[src/sv/pwht_pkg.sv]
// Package with the constants, types and hash step of the position weld table.
`timescale 1ns / 1ps
package pwht_pkg;
    localparam int unsigned TABLE_SLOTS = 4096;
    localparam int unsigned SLOT_W = $clog2(TABLE_SLOTS);
    localparam int unsigned COUNT_W = SLOT_W + 1;
    localparam int unsigned ID_W = 12;
    localparam int unsigned COORD_W = 64;
    localparam int unsigned KEY_BYTES = 24;
    localparam int unsigned BYTE_CNT_W = $clog2(KEY_BYTES);
    localparam logic [63:0] FNV_OFFSET = 64'hCBF29CE484222325;
    localparam logic [63:0] FNV_PRIME = 64'h00000100000001B3;

    localparam logic [1:0] STATUS_FOUND = 2'd0;
    localparam logic [1:0] STATUS_NEW = 2'd1;
    localparam logic [1:0] STATUS_FULL = 2'd2;

    typedef struct packed {
        logic signed [COORD_W-1:0] coord_x;
        logic signed [COORD_W-1:0] coord_y;
        logic signed [COORD_W-1:0] coord_z;
    } key_t;

    typedef struct packed {
        logic [ID_W-1:0] vertex_id;
        logic [1:0] status;
    } result_t;

    // The prime has only bits 40, 8, 7, 5, 4, 1 and 0 set, so a multiply is a
    // sum of shifted copies.
    function automatic logic [63:0] fnv_mul(input logic [63:0] h);
        fnv_mul = h + (h << 1) + (h << 4) + (h << 5) + (h << 7) + (h << 8) + (h << 40);
    endfunction
endpackage

[src/sv/pwht_hash.sv]
// Byte-serial FNV-1a hash unit, one key byte per cycle.
`timescale 1ns / 1ps
module pwht_hash (
    input  logic clk,
    input  logic rst_n,
    input  logic start,
    input  pwht_pkg::key_t key,
    output logic done,
    output logic [63:0] hash
);
    import pwht_pkg::*;

    logic [63:0] hash_reg, hash_next;
    logic [8*KEY_BYTES-1:0] bytes_reg, bytes_next;
    logic [BYTE_CNT_W-1:0] cnt_reg, cnt_next;
    logic busy_reg, busy_next;
    logic done_reg, done_next;

    always_comb
    begin
        hash_next = hash_reg;
        bytes_next = bytes_reg;
        cnt_next = cnt_reg;
        busy_next = busy_reg;
        done_next = 1'b0;
        if (start)
        begin
            hash_next = FNV_OFFSET;
            // x goes first, so it sits in the low bits of the shift register.
            bytes_next = {key.coord_z, key.coord_y, key.coord_x};
            cnt_next = '0;
            busy_next = 1'b1;
        end
        else if (busy_reg)
        begin
            hash_next = fnv_mul(hash_reg ^ {56'd0, bytes_reg[7:0]});
            bytes_next = bytes_reg >> 8;
            cnt_next = cnt_reg + 1'b1;
            if (cnt_reg == BYTE_CNT_W'(KEY_BYTES - 1))
            begin
                busy_next = 1'b0;
                done_next = 1'b1;
            end
        end
    end

    always_ff @(posedge clk or negedge rst_n)
    begin
        if (!rst_n)
        begin
            busy_reg <= 1'b0;
            done_reg <= 1'b0;
            cnt_reg <= '0;
        end
        else
        begin
            busy_reg <= busy_next;
            done_reg <= done_next;
            cnt_reg <= cnt_next;
        end
    end

    always_ff @(posedge clk)
    begin
        hash_reg <= hash_next;
        bytes_reg <= bytes_next;
    end

    assign done = done_reg;
    assign hash = hash_reg;
endmodule

[config.mk]
export PLATFORM = sky130hd
export DESIGN_NAME = pwht_hash
export DESIGN_NICKNAME = d
export VERILOG_FILES = /design/src/sv/pwht_pkg.sv /design/src/sv/pwht_hash.sv
export SDC_FILE = /design/constraint.sdc
export NUM_CORES = 1
export LEC_CHECK = 0
export ABC_CLOCK_PERIOD_IN_PS = 6850
export BUFFER_PORTS_ARGS = -buffer_cell sky130_fd_sc_hd__buf_2
export CAP_MARGIN = 20
export CORE_UTILIZATION = 40
export CTS_CLUSTER_SIZE = 8
export DETAILED_ROUTE_END_ITERATION = 16
export GPL_TIMING_DRIVEN = 0
export PLACE_DENSITY = 0.6
export SLEW_MARGIN = 20
export SYNTH_ARGS = -nofsm -noshare
export SYNTH_HDL_FRONTEND = slang
export SYNTH_SLANG_ARGS = --single-unit
[constraint.sdc]
create_clock -name clk -period 6.85 [get_ports clk]
set_clock_uncertainty 0.1 [all_clocks]
set_input_delay 0.3425 -clock clk [delete_from_list [all_inputs] [get_ports clk]]
set_output_delay 0.3425 -clock clk [all_outputs]
set_load 0.02 [all_outputs]
==> metrics.cfg <==
[logic_synthesis]
netlist_top_cells_area=edfxtp_1 (27%), fa_1 (23%), mux2_2 (9.8%), inv_1 (7.1%), ha_1 (6.6%)
avgSynthCellArea_um2=11.4
yosysTopAreaCell=edfxtp_1
synth_top_area_share_pct=27.3
ys_seq_area_share_pct=34.2
ys_top_cells_by_count=inv_1 (401), fa_1 (245), edfxtp_1 (192)
synth_edf_count=192
yosysWarnings=0
synth_nets=2413
async_flop_share_pct=2.66
syn-instance-count=1862
synthesis.area_um2=21100
synthFlopType=edfxtp_1
yosysMostFrequentCell=inv_1
synthDistinctLibCells=77
synth_seq_cells=263

[clock_tree]
htreeDepth=2
clk_pin_slew_worst_paths_ps=60
cts_root_buffer=clkbuf_16
worstSkewPairLatency_ps=550
cts_tree=yes
cts.sinks=263
cts_buffers=39
clk_path_buf_depth=3

[place]
dp_hpwl_mm=46.7
io_buffer_count=258
gp_congestion=0.923
dp.cells=2802

[route]
drt.antenna.violating_nets=0
vias=15100
vias_per_cell=5.03
totalWireLength_mm=59.4
post-route-drc-count=0
drt-initial-drc-count=721
drt-wirelength-per-cell_um=19.7
dr.pass1.iters=5

[run]
maxCapViolCount=0

[sta]
fin_crit_ps=6470
max_freq_mhz=155
drv_slew=0
finalSetupViolCount=0
finalCritPeriodShare_pct=94.4
rsz0062_at_grt=no
worstMarginPinSlew_ps=1070
slew_headroom_pct=28.3
hold_viol=0

[layout]
final_util_pct=50.1
fillCellCount=4659
drive_above_1_share_pct=22.8
stdcell_count=3008
largest_reg_flops=192
syn_to_final_growth_pct=22.5
multi_input_area_um2=12200
seqCellArea_um2=7220
nets=2859

[global_route]
grt_overflow=0
antenna_found_initial=11
grt_pass1_wl_mm=93.9
grt_pass1_vias=16400
grt_usage_pct=22.8
grt_start_max_net_pins=78

[worst_setup_path]
critPathLaunchType=flip-flop
critPathMaxFanout=7
crit_path_end_kind=flip-flop
critPathKind=flip-flop to flip-flop
worstPathRequired_ps=7140
cp.arrival_ps=6750

[die]
die_area_um2=53800
die_y_um=232
fp-row-count=83
start_util_pct=40.9
die_x_um=232
core_um2=51700
ios=260

[worst_hold_path]
hold_class=input pin to flip-flop

[outcome]
outcome=complete, no violations

## metal layers
layer / vias to the layer above / global-route usage, % / routed length, µm
met5: - / 0 / 74
met4: 12 / 5.94 / 1490
met3: 98 / 5.84 / 3840
met2: 435 / 38.4 / 28700
met1: 7549 / 29.0 / 25300
li1: 7044 / - / -
## timing repair
action,in CTS,in global routing
setup buffers,0,0
endpoints found under the hold margin,150,1
hold buffers,144,1
endpoints found under the setup margin,0,7
gates resized for setup,0,4
## per-stage QoR
stage	area, µm²	hold slack (ps)	setup WS, ps	setup TNS [ps]
floorplan	21100	-53.1	328	0
global placement	23300	91.0	-2720	-538130
detailed placement	23400	97.1	88.2	0
CTS	25900	0.376	34.3	0
global route	25900	3.64	79.6	0
finish	25900	24.0	384	0
## critical path: stages (launching register included)
cell and delay (ps):
dfxtp_1 390, xor2_1 800, inv_1 240, fa_1 550
inv_1 60, fa_1 560, fa_1 420, ha_1 280
ha_1 260, clkbuf_1 200, a21oi_1 270, nor2_1 90
a221oi_2 450, a21oi_2 190, a211oi_2 320, o21ai_1 160
a211oi_1 440, o21bai_1 160, xnor2_1 250, a22oi_1 100
## layout make-up
class,count,share of cell area (%)
antenna,8,0.0773
buffer,59,0.922
clock buffer,51,3.98
clock inverter,2,0.111
inverter,404,5.87
multi-input combinational,1136,47.1
sequential,263,27.9
tap,680,3.28
timing repair buffer,405,10.8
## cell families (layout without fill, tap and decap cells)
kind of cell | count (synthesis) | in the layout | synth area share [%]
flip-flops | 263 | 263 | 34.2
adder cells (fa/ha/maj) | 356 | 356 | 29.8
AND/OR/NAND/NOR | 246 | 246 | 5.52
other | 0 | 8 | 0
buffers and inverters | 463 | 921 | 8.30
AO/OA/AOI/OAI | 250 | 250 | 8.18
multiplexers | 205 | 205 | 10.8
XOR/XNOR | 79 | 79 | 3.27
## final timing paths
kind                                        from                        to  slack (ps)  cells past startpoint
setup / recovery            hash[7]$_SDFFE_PP0P_     hash[39]$_SDFFE_PP1P_         380                     19
hold / removal                           key[44]  bytes_reg[172]$_DFFE_PP_          20                      2
setup reg to reg            hash[7]$_SDFFE_PP0P_     hash[39]$_SDFFE_PP1P_         380                     19
hold reg to reg            hash[63]$_SDFFE_PP1P_     hash[63]$_SDFFE_PP1P_         430                      2
max in group asynchronous                  rst_n    cnt_reg[2]$_DFFE_PN0P_        6410                      2
min in group asynchronous                  rst_n            done$_DFF_PN0_          70                      2
## layout by cell type (no fill, tap or decap), types with 10 or more instances in the layout
master	synthesis	routed
a211oi_1	10	10
a21o_1	30	30
a21oi_1	72	72
and2_1	13	13
and3_1	12	12
buf_2	9	268
clkbuf_1	45	56
clkbuf_16	0	39
dfxtp_1	64	64
dlygate4sd3_1	0	145
edfxtp_1	192	192
fa_1	245	245
ha_1	111	111
inv_1	401	401
mux2_2	184	184
mux2i_1	21	21
nand2_1	63	63
nand3_1	21	21
nand4_1	15	15
nor2_1	78	78
nor3_1	14	14
o211ai_1	17	17
o21ai_0	34	34
o21bai_1	11	11
xnor2_1	51	47
xor2_1	28	28
Power is not shown: default switching activity piles up to over one toggle a cycle in this logic, so the estimate is an artifact.
